File: src/cslks_pkg.sv
// Package with the shared types and constants of the lowest-K score sum core.
package cslks_pkg;

   // Capacity of the sorted array that holds the kept optional scores.
   localparam int MAX_KEPT = 16;
   localparam int KEPT_IDX_W = (MAX_KEPT > 1) ? $clog2(MAX_KEPT) : 1;
   localparam int KEPT_CNT_W = $clog2(MAX_KEPT + 1);

   // Field widths.
   localparam int SCORE_W = 32;
   localparam int SUM_W = 40;
   localparam int K_W = 5;

   // Register file geometry.
   localparam int CSR_ADDR_W = 3;
   localparam int CSR_DATA_W = 32;

   // Register word indexes, taken from the word address bit of paddr.
   localparam logic REG_REQUIRED_OPTIONAL = 1'b0;

   // Saturation limits of the 40-bit sums.
   localparam logic signed [SUM_W-1:0] SUM_MAX = {1'b0, {(SUM_W-1){1'b1}}};
   localparam logic signed [SUM_W-1:0] SUM_MIN = {1'b1, {(SUM_W-1){1'b0}}};

   typedef struct packed {
      logic signed [SCORE_W-1:0] score;
      logic                      is_optional;
      logic                      last;
   } req_payload_type;

   typedef struct packed {
      logic signed [SUM_W-1:0] total_score;
      logic                    short_of_optional;
      logic                    saturated;
   } rsp_payload_type;

endpackage

File: src/constraint_score_lowest_k_sum_core.sv
// Top level of the core that sums mandatory scores and the K lowest optional scores.
//
// The core takes one score beat per clock cycle while no last beat is
// stalled. A beat is first captured in an input register; from there it
// updates the mandatory sum, the sorted array of kept optional scores and the
// kept sum, all in one pass, and a last beat writes its total into the output
// register. The insert is a combinational compare-and-shift across the kept
// array, followed by the 40-bit total add. The output register lets the
// core keep accepting beats while a result waits; a new last beat stalls only
// when that register is still full. Register required_optional (K) sits at
// byte address 0 and may be changed only while the core is idle.
module constraint_score_lowest_k_sum_core (
   input  logic                               clock,
   input  logic                               reset,
   // Score beats in.
   input  logic                               req_valid,
   output logic                               req_ready,
   input  cslks_pkg::req_payload_type         req_payload,
   // Results out.
   output logic                               rsp_valid,
   input  logic                               rsp_ready,
   output cslks_pkg::rsp_payload_type         rsp_payload,
   // Configuration port.
   input  logic                               csr_psel,
   input  logic                               csr_penable,
   input  logic                               csr_pwrite,
   input  logic [cslks_pkg::CSR_ADDR_W-1:0]   csr_paddr,
   input  logic [cslks_pkg::CSR_DATA_W-1:0]   csr_pwdata,
   output logic [cslks_pkg::CSR_DATA_W-1:0]   csr_prdata,
   output logic                               csr_pready
);

   localparam int MAX_KEPT = cslks_pkg::MAX_KEPT;
   localparam int IDX_W = cslks_pkg::KEPT_IDX_W;
   localparam int CNT_W = cslks_pkg::KEPT_CNT_W;
   localparam int SCORE_W = cslks_pkg::SCORE_W;
   localparam int SUM_W = cslks_pkg::SUM_W;
   localparam int K_W = cslks_pkg::K_W;

   // Configuration register.
   logic [K_W-1:0] k_ff, k_in;

   // Input register.
   logic                        s1_valid_ff, s1_valid_in;
   cslks_pkg::req_payload_type  s1_ff;

   // Pose state.
   logic signed [SUM_W-1:0]   mand_sum_ff, mand_sum_in;
   logic signed [SUM_W-1:0]   kept_sum_ff, kept_sum_in;
   logic [CNT_W-1:0]          kept_count_ff, kept_count_in;
   logic                      overflow_ff, overflow_in;
   logic signed [SCORE_W-1:0] kept_ff [MAX_KEPT];
   logic signed [SCORE_W-1:0] kept_in [MAX_KEPT];

   // Output register.
   logic                        rsp_valid_ff, rsp_valid_in;
   cslks_pkg::rsp_payload_type  rsp_ff, rsp_in;

   // Datapath signals.
   logic                      out_free;
   logic                      s1_fire;
   logic [CNT_W-1:0]          cap;
   logic [CNT_W-1:0]          cnt_dec;
   logic [CNT_W-1:0]          cnt_base;
   logic                      drop;
   logic                      evict;
   logic                      do_insert;
   logic signed [SCORE_W-1:0] last_entry;
   logic [MAX_KEPT-1:0]       le;
   logic signed [SCORE_W-1:0] ins_entry [MAX_KEPT];
   logic signed [SUM_W-1:0]   kept_sum_upd;
   logic [CNT_W-1:0]          kept_count_upd;
   logic signed [SUM_W:0]     mand_wide;
   logic signed [SUM_W-1:0]   mand_upd;
   logic                      mand_hit;
   logic                      overflow_upd;
   logic signed [SUM_W:0]     total_wide;
   logic signed [SUM_W-1:0]   total_sat;
   logic                      total_hit;
   logic                      csr_write;

   // Register file access.
   assign csr_pready = 1'b1;
   assign csr_write = csr_psel && csr_penable && csr_pwrite;
   assign csr_prdata = (csr_paddr[2] == cslks_pkg::REG_REQUIRED_OPTIONAL)
                       ? {{(cslks_pkg::CSR_DATA_W-K_W){1'b0}}, k_ff}
                       : '0;

   always_comb begin
      k_in = k_ff;
      if (csr_write && (csr_paddr[2] == cslks_pkg::REG_REQUIRED_OPTIONAL)) begin
         k_in = csr_pwdata[K_W-1:0];
      end
   end

   // Handshake: a beat in the input register moves on unless it ends a pose
   // and the output register is still held.
   assign out_free = !rsp_valid_ff || rsp_ready;
   assign s1_fire = s1_valid_ff && (!s1_ff.last || out_free);
   assign req_ready = !s1_valid_ff || s1_fire;
   assign s1_valid_in = req_ready ? req_valid : s1_valid_ff;

   // Effective capacity is K clipped to the array size.
   always_comb begin
      if (int'(k_ff) > MAX_KEPT) begin
         cap = CNT_W'(MAX_KEPT);
      end else begin
         cap = CNT_W'(k_ff);
      end
   end

   // Decide whether an optional score is dropped or evicts the largest entry.
   assign cnt_dec = kept_count_ff - CNT_W'(1);
   assign last_entry = kept_ff[cnt_dec[IDX_W-1:0]];

   always_comb begin
      drop = 1'b0;
      evict = 1'b0;
      if (cap == '0) begin
         drop = 1'b1;
      end else if (kept_count_ff >= cap) begin
         if ((kept_count_ff == '0) || (s1_ff.score >= last_entry)) begin
            drop = 1'b1;
         end else begin
            evict = 1'b1;
         end
      end
   end

   assign do_insert = s1_ff.is_optional && !drop;
   assign cnt_base = evict ? cnt_dec : kept_count_ff;

   // Parallel compare against every kept entry and shift-insert.
   always_comb begin
      for (int i = 0; i < MAX_KEPT; i++) begin
         le[i] = (CNT_W'(i) < cnt_base) && (kept_ff[i] <= s1_ff.score);
      end
      for (int i = 0; i < MAX_KEPT; i++) begin
         if (le[i]) begin
            ins_entry[i] = kept_ff[i];
         end else if (i == 0) begin
            ins_entry[i] = s1_ff.score;
         end else if (le[i-1]) begin
            ins_entry[i] = s1_ff.score;
         end else begin
            ins_entry[i] = kept_ff[i-1];
         end
      end
   end

   // Kept sum and count after this beat.
   always_comb begin
      kept_sum_upd = kept_sum_ff;
      kept_count_upd = kept_count_ff;
      if (do_insert) begin
         kept_count_upd = cnt_base + CNT_W'(1);
         if (evict) begin
            kept_sum_upd = kept_sum_ff + SUM_W'(s1_ff.score) - SUM_W'(last_entry);
         end else begin
            kept_sum_upd = kept_sum_ff + SUM_W'(s1_ff.score);
         end
      end
   end

   // Saturating mandatory sum.
   always_comb begin
      mand_wide = (SUM_W+1)'(mand_sum_ff) + (SUM_W+1)'(s1_ff.score);
      mand_hit = 1'b0;
      mand_upd = mand_sum_ff;
      if (!s1_ff.is_optional) begin
         if (mand_wide[SUM_W] != mand_wide[SUM_W-1]) begin
            mand_hit = 1'b1;
            mand_upd = mand_wide[SUM_W] ? cslks_pkg::SUM_MIN : cslks_pkg::SUM_MAX;
         end else begin
            mand_upd = mand_wide[SUM_W-1:0];
         end
      end
      overflow_upd = overflow_ff || mand_hit;
   end

   // Saturating total for the end of the pose.
   always_comb begin
      total_wide = (SUM_W+1)'(mand_upd) + (SUM_W+1)'(kept_sum_upd);
      total_hit = (total_wide[SUM_W] != total_wide[SUM_W-1]);
      if (total_hit) begin
         total_sat = total_wide[SUM_W] ? cslks_pkg::SUM_MIN : cslks_pkg::SUM_MAX;
      end else begin
         total_sat = total_wide[SUM_W-1:0];
      end
   end

   // Next pose state: update on a moving beat, clear after the last one.
   always_comb begin
      mand_sum_in = mand_sum_ff;
      kept_sum_in = kept_sum_ff;
      kept_count_in = kept_count_ff;
      overflow_in = overflow_ff;
      for (int i = 0; i < MAX_KEPT; i++) begin
         kept_in[i] = kept_ff[i];
      end
      if (s1_fire) begin
         if (do_insert) begin
            for (int i = 0; i < MAX_KEPT; i++) begin
               kept_in[i] = ins_entry[i];
            end
         end
         if (s1_ff.last) begin
            mand_sum_in = '0;
            kept_sum_in = '0;
            kept_count_in = '0;
            overflow_in = 1'b0;
         end else begin
            mand_sum_in = mand_upd;
            kept_sum_in = kept_sum_upd;
            kept_count_in = kept_count_upd;
            overflow_in = overflow_upd;
         end
      end
   end

   // Output register.
   always_comb begin
      rsp_valid_in = rsp_valid_ff && !rsp_ready;
      rsp_in = rsp_ff;
      if (s1_fire && s1_ff.last) begin
         rsp_valid_in = 1'b1;
         rsp_in.total_score = total_sat;
         rsp_in.short_of_optional = (kept_count_upd < cap);
         rsp_in.saturated = total_hit || overflow_upd;
      end
   end

   assign rsp_valid = rsp_valid_ff;
   assign rsp_payload = rsp_ff;

   // Control registers.
   always_ff @(posedge clock) begin
      if (reset) begin
         k_ff <= '0;
         s1_valid_ff <= 1'b0;
         rsp_valid_ff <= 1'b0;
         mand_sum_ff <= '0;
         kept_sum_ff <= '0;
         kept_count_ff <= '0;
         overflow_ff <= 1'b0;
      end else begin
         k_ff <= k_in;
         s1_valid_ff <= s1_valid_in;
         rsp_valid_ff <= rsp_valid_in;
         mand_sum_ff <= mand_sum_in;
         kept_sum_ff <= kept_sum_in;
         kept_count_ff <= kept_count_in;
         overflow_ff <= overflow_in;
      end
   end

   // Payload registers.
   always_ff @(posedge clock) begin
      if (req_ready) begin
         s1_ff <= req_payload;
      end
      rsp_ff <= rsp_in;
      for (int i = 0; i < MAX_KEPT; i++) begin
         kept_ff[i] <= kept_in[i];
      end
   end

endmodule

File: config.mk
export PLATFORM = sky130hd
export DESIGN_NAME = constraint_score_lowest_k_sum_core
export DESIGN_NICKNAME = d
export VERILOG_FILES = /design/src/cslks_pkg.sv /design/src/constraint_score_lowest_k_sum_core.sv
export SDC_FILE = /design/constraint.sdc
export NUM_CORES = 2
export LEC_CHECK = 0
export CAP_MARGIN = 20
export CORE_ASPECT_RATIO = 1.4
export CORE_MARGIN = 8
export CORE_UTILIZATION = 66
export DETAILED_ROUTE_END_ITERATION = 12
export DONT_BUFFER_PORTS = 1
export PLACE_DENSITY = 0.83
export RECOVER_POWER = 100
export REMOVE_ABC_BUFFERS = 1
export SYNTH_ARGS = -nofsm -noshare
export SYNTH_HDL_FRONTEND = slang
export SYNTH_SLANG_ARGS = --single-unit
File: constraint.sdc
create_clock -name clock -period 10.5 [get_ports clock]
set_input_delay 1.575 -clock clock [delete_from_list [all_inputs] [get_ports clock]]
set_output_delay 1.575 -clock clock [all_outputs]
set_load 0.01 [all_outputs]
# [Word level (Yosys, flattened, before mapping)]
# Memories as Yosys holds them, arrays and structs flattened.
# Cells that the tools add are included.
[classes] n_addsub=6 reduce_logical=36 n_eq_ne=2 muxes=57 n_bitwise=1 magnitude_cmp=36
[op_table] cell="512-bit 2-to-1 mux" count=2
[op_table] cell="32-bit 2-to-1 mux" count=31
[op_table] cell="32-bit less-or-equal comparator" count=16
[op_table] cell="40-bit 2-to-1 mux" count=9
[op_table] cell="40-bit by 32-bit adder with 41-bit output" count=1
[op_table] cell="40-bit by 40-bit adder with 41-bit output" count=1
[op_table] cell="40-bit by 32-bit adder with 40-bit output" count=1
[op_table] cell="4-bit by 5-bit < comparator with 1-bit output, first input constant" count=8
[op_table] cell="40-bit by 32-bit subtractor with 40-bit output" count=1
[op_table] cell="32-bit >= comparator" count=1
[op_table] cell="5-bit 2-to-1 mux" count=5
[op_table] cell="1-bit logical AND" count=23
[op_table] cell="3-bit by 5-bit < comparator with 1-bit output, first input constant" count=4
[op_table] cell="5-bit logical NOT" count=2
[op_table] cell="1-bit by 5-bit < comparator with 1-bit output, first input constant" count=2
[op_table] cell="2-bit by 5-bit < comparator with 1-bit output, first input constant" count=2
[op_table] cell="1-bit 2-to-1 mux" count=10
[op_table] cell="1-bit logical OR" count=6
[op_table] cell="5-bit by 1-bit adder with 5-bit output, second input constant" count=1
[op_table] cell="5-bit >= comparator" count=1
[op_table] cell="5-bit greater-than comparator, second input constant" count=1
[op_table] cell="1-bit logical NOT" count=5
[op_table] cell="5-bit < comparator" count=1
[op_table] cell="5-bit by 1-bit subtractor with 5-bit output, second input constant" count=1
[op_table] cell="2 further kinds" count=3
[totals] out_inout_bits=77 ramBits=512 register_bits=169 input_bits=76 n_memories=1 wordCells=152
[memory_table] name="kept_ff" depth=16 width=32 read_ports=17 rd_clocked_by_memory_dff=0 write_ports=16 line_no="constraint_score_lowest_k_sum_core.sv:52" text="logic signed [SCORE_W-1:0] kept_ff [MAX_KEPT];"

# [Longest topological paths before layout]
# An unclocked memory read counts as a cell.
[depth] depth_word=14 depth_mapped=41 ltp_nobuf=38

# [Least setup slack after synthesis]
# Ideal clock, no wire load.
[synth_timing] kind="reg-to-reg" from="register kept_count_ff[0]" to="register rsp_ff (netlist bit rsp_payload[0]), data pin" arrival_ps=8468 stages_incl_launch_ff=40 slack_ps=1767 path_cell_list="dfxtp_1 -> buf_1 -> inv_1 -> ha_1 -> clkbuf_1 -> clkbuf_1 -> clkbuf_1 -> buf_1 -> mux4_2 -> mux4_2 -> inv_1 -> ha_1 -> a21o_1 -> a21o_1 -> a221oi_1 -> o21ai_1 -> a21oi_2 -> mux2_4 -> (+4 left out) -> o21ai_0 -> nand2_1 -> nand2_1 -> ha_1 -> inv_1 -> fa_1 -> and2b_1 -> o211ai_1 -> a31oi_1 -> o21ai_1 -> o31ai_2 -> a221oi_2 -> a22oi_2 -> nand3_1 -> o21a_1 -> a31oi_4 -> xnor2_1 -> or3_1"
[synth_between] elab_chain_len=13 word_cells_on_any_way=20
[synth_rtl] item="start, declared" line_no="constraint_score_lowest_k_sum_core.sv:50" text="logic [CNT_W-1:0] kept_count_ff, kept_count_in;"
[synth_rtl] item="start signal, assigned" line_no="constraint_score_lowest_k_sum_core.sv:252" text="kept_count_ff <= kept_count_in;"
[synth_rtl] item="5-bit by 1-bit subtractor with 5-bit output" line_no="constraint_score_lowest_k_sum_core.sv:113" text="assign cnt_dec = kept_count_ff - CNT_W'(1);"
[synth_rtl] item="memory 16 x 32 bit"
[synth_rtl] item="32-bit >= comparator" line_no="constraint_score_lowest_k_sum_core.sv:122" text="if ((kept_count_ff == '0) || (s1_ff.score >= last_entry)) begin"
[synth_rtl] item="1-bit logical OR" line_no="constraint_score_lowest_k_sum_core.sv:122"
[synth_rtl] item="1-bit 2-to-1 mux" line_no="constraint_score_lowest_k_sum_core.sv:122"
[synth_rtl] item="1-bit 2-to-1 mux" line_no="constraint_score_lowest_k_sum_core.sv:121" text="end else if (kept_count_ff >= cap) begin"
[synth_rtl] item="1-bit 2-to-1 mux" line_no="constraint_score_lowest_k_sum_core.sv:119" text="if (cap == '0) begin"
[synth_rtl] item="1-bit logical NOT" line_no="constraint_score_lowest_k_sum_core.sv:130" text="assign do_insert = s1_ff.is_optional && !drop;"
[synth_rtl] item="1-bit logical AND" line_no="constraint_score_lowest_k_sum_core.sv:130"
[synth_rtl] item="40-bit 2-to-1 mux *" line_no="constraint_score_lowest_k_sum_core.sv:155" text="if (do_insert) begin"
[synth_rtl] item="40-bit by 40-bit adder with 41-bit output *" line_no="constraint_score_lowest_k_sum_core.sv:183" text="total_wide = (SUM_W+1)'(mand_upd) + (SUM_W+1)'(kept_sum_upd);"
[synth_rtl] item="1-bit != test *" line_no="constraint_score_lowest_k_sum_core.sv:184" text="total_hit = (total_wide[SUM_W] != total_wide[SUM_W-1]);"
[synth_rtl] item="1-bit logical OR *" line_no="constraint_score_lowest_k_sum_core.sv:229" text="rsp_in.saturated = total_hit || overflow_upd;"
[synth_rtl] item="end signal, assigned" line_no="constraint_score_lowest_k_sum_core.sv:262" text="rsp_ff <= rsp_in;"
[synth_rtl] item="end, declared" line_no="constraint_score_lowest_k_sum_core.sv:57" text="cslks_pkg::rsp_payload_type rsp_ff, rsp_in;"
# Mark *: on every way between the ends. The rest lies on a longest branch, timed or not.
# A chain may end at the register's enable or synchronous reset.

==> results.md <==
- Final ANT Viol Nets: 0
- Minimum clock period: 10.30 ns
- Pwr Density: 111 nW/µm²
- Maxcap violations: 30
- Filler-free cell count of the finished design: 5894
- Syn-to-layout area delta: 6.00%
- Int Pwr: 4550 µW
- YS warnings: 0
- Grt total ovfl: 0
- Comb power frac: 12.3%
- Post-CTS setup buffer count: 0
- Initial core utilization: 66.3%
- Die W: 256 µm
- Fillers: 5764
- All-layer global routing usage: 38.7%
- Post-route DRC: 0
- Setup slack after placement: 0.729 ns
- Hold Crit Class: register to register
- Highest clock rate: 97.1 MHz
- CTS resizes: 0
- Slew @ Worst Pin: 2.98 ns
- CTS Buffer Depth: 3
- Total number of vias: 42500
- Flops & latches, synth: 681
- Post-route cell area: 56200 µm²
- Fin nets: 5561
- Clk sink count: 681
- Synth Area per Inst: 11.1 µm²
- Worst-Skew Late Latency: 0.68 ns
- Synth cell types: 94
- Unrepaired setup endpoints after global routing: no
- Worst Clk Skew: 0.0317 ns
- Endpoints failing hold: 0
- Critical path class: register to register
- Port Buf Inserts: 0
- Slowest CP cell: a2bb2oi_1
- Violated checks: max-capacitance violations, max-slew violations
- Crit start category: register
- CP cell instances: inv_1 -> ha_4 -> buf_12 -> mux4_2 -> mux4_2 -> inv_1 -> ha_1 -> a21oi_1 -> o21ai_0 -> a221oi_1 -> o211ai_1 -> a21oi_1 -> mux2_4 -> buf_12 -> nor2_1 -> a21o_1 -> o22a_1 -> a2bb2oi_1 -> clkbuf_1 -> nor2_1 -> buf_4
- Top post-synthesis cells by count: 713 x ha_1, 588 x edfxtp_1, 448 x mux2_2
- Reg area: 19500 µm²
- Root Driver: clkbuf_16
- Net Switching: 1700 µW
- Largest net degree at the start of global routing: 74
- Share of total power in sequential cells: 47.6%
- CP Max Fanout: 64
- Initial DRC count: 4273
- Max H-tree Level: 3
- Primary FF master, synth: edfxtp_1
- Die height: 351 µm
- Share of cells above drive strength 1: 16.6%
- CTS Buf Count: 73
- Total power: 6260 µW
- Pins over their slew limit: 824
- Final hold slack: 0.487 ns
- Setup WS post-layout: 0.203 ns
- IO Pins: 153
- CTS tree: built
- Count leader, synth: ha_1
- Area of the multi-input gates: 32000 µm²
- Slew HR: -99.0%
- Max incr delay on CP: 1.93 ns
- Via/cell ratio: 7.20
- Post-synth top area share: 33.3%
- WL per Instance: 30.1 µm
- EDFF count, synth: 588
- Setup violations, final: 0
- Kind of end point of the critical path: register
- Routability cong.: 1.01
- Run status: finished with violations
- Worst EP required: 10.85 ns
- Data arrival time of the worst path: 10.65 ns
- Clk pwr share: 40.1%
- Peak supply drop: 0.137 mV
- 1st-pass router iterations: 8
- Sw Share: 27.2%
- Fin crit share: 98.1%
- Area contributors post-synth: edfxtp_1 33%, ha_1 17%, mux2_2 9.5%
- Row count: 123
- Cell Area, Synth: 53000 µm²
- Initial antenna violation count: 9
- Vias in the first global route: 43200
- # hold bufs at CTS: 0
- Share of flip-flops with an asynchronous set or reset: 0%
- Sequential area share after synthesis: 36.8%
- DP Cell Count: 5754
- Final HPWL DP: 130000 µm
- Leak Pwr: 0.0224 µW
- First-pass GRT wire length: 260000 µm
- Post-Syn Instances: 4787
- Final WL: 178000 µm
- Core area: 80000 µm²
- Clock slew at reported path FFs: 0.06 ns
- Area leader, netlist: edfxtp_1
- Die area: 89800 µm²
- Area after DPL: 54400 µm²
[routing by layer]
layer	share of wire, %	vias up	GRT usage [%]
li1	-	18400	-
met1	31	20300	36.9
met2	48	2579	66.5
met3	9.2	1166	10.8
met4	12	8	37.6
met5	0.032	-	0
[cell type report]
class,count,area share [%]
Antenna cell,8,0.0356
Clock buffer,98,3.51
Clock inverter,33,0.345
Inverter,151,1.01
Multi-Input combinational cell,3760,56.9
Sequential cell,681,34.7
Tap cell,1062,2.36
Timing Repair Buffer,101,1.06
[worst max-delay path: cells and delay by family (launching register included)]
family	cells	cell delay, ns
compound gates	8	3.77
buf+inv	6	2.69
simple gates	2	0.76
flops	1	0.53
fa+ha+maj	2	0.75
mux	3	1.38
[through the flow]
step | util (%) | TNS, ns
6_report | 70.2 | 0
5_1_grt | 70.2 | 0
4_1_cts | 70.7 | 0
3_5_place_dp | 68.0 | 0
3_3_place_gp | 68.0 | 0
2_1_floorplan | - | -5648.91
[cell usage in the layout (no fill, tap or decap), types with 75 or more instances in the layout]
master     netlist  routed
nor2b_1         80      77
xnor2_1         99      96
dfxtp_1         93      92
nand2_1        303     303
a21o_1         176     176
mux4_2         159     159
a21oi_1        396     396
o21ai_0        306     313
ha_1           713     712
nor2_1         236     233
inv_1          151     151
nand4_1        127     127
edfxtp_1       588     588
clkbuf_1       106      75
mux2_2         448     446
clkbuf_16        0      75
[state kept, by name, summed over array words and instances (netlist names)]
register       cells
mand_sum_ff       40
kept_sum_ff       40
rsp_valid          1
overflow_ff        1
rsp_payload       42
kept_count_ff      5
kept_ff          512
k_ff               5
s1_valid_ff        1
s1_ff             34
[final timing paths]
kind	start	end	slack, ns	cells after the start
max	kept_count_ff[0]$_SDFFE_PP0P_	kept_ff[5][8]$_DFFE_PP_	0.20	21
min	kept_sum_ff[36]$_SDFFE_PP0P_	kept_sum_ff[36]$_SDFFE_PP0P_	0.49	2
max reg2reg	kept_count_ff[0]$_SDFFE_PP0P_	kept_ff[5][8]$_DFFE_PP_	0.20	21
min reg2reg	kept_sum_ff[36]$_SDFFE_PP0P_	kept_sum_ff[36]$_SDFFE_PP0P_	0.49	2
[power groups by stage]
stage | Combinational, µW | Clock (µW) | Sequential, µW
floorplan | 489 | 0 | 3030
global placement | 718 | 0 | 3030
detailed placement | 741 | 0 | 3030
CTS | 749 | 2500 | 2980
global route | 835 | 2600 | 2980
finish | 772 | 2510 | 2980
[logic make-up (layout without fill, tap and decap cells)]
kind of cell	count (synthesis)	after routing	synth area share [%]
compound gates	1189	1189	13.8
xor+xnor	163	163	2.75
fa+ha+maj	737	737	17.4
buf+inv	372	383	3.16
flops	681	681	36.8
mux	641	641	17.0
other cells	2	36	0.0142
simple gates	1002	1002	9.12
Power figures use the tool's default switching activity.
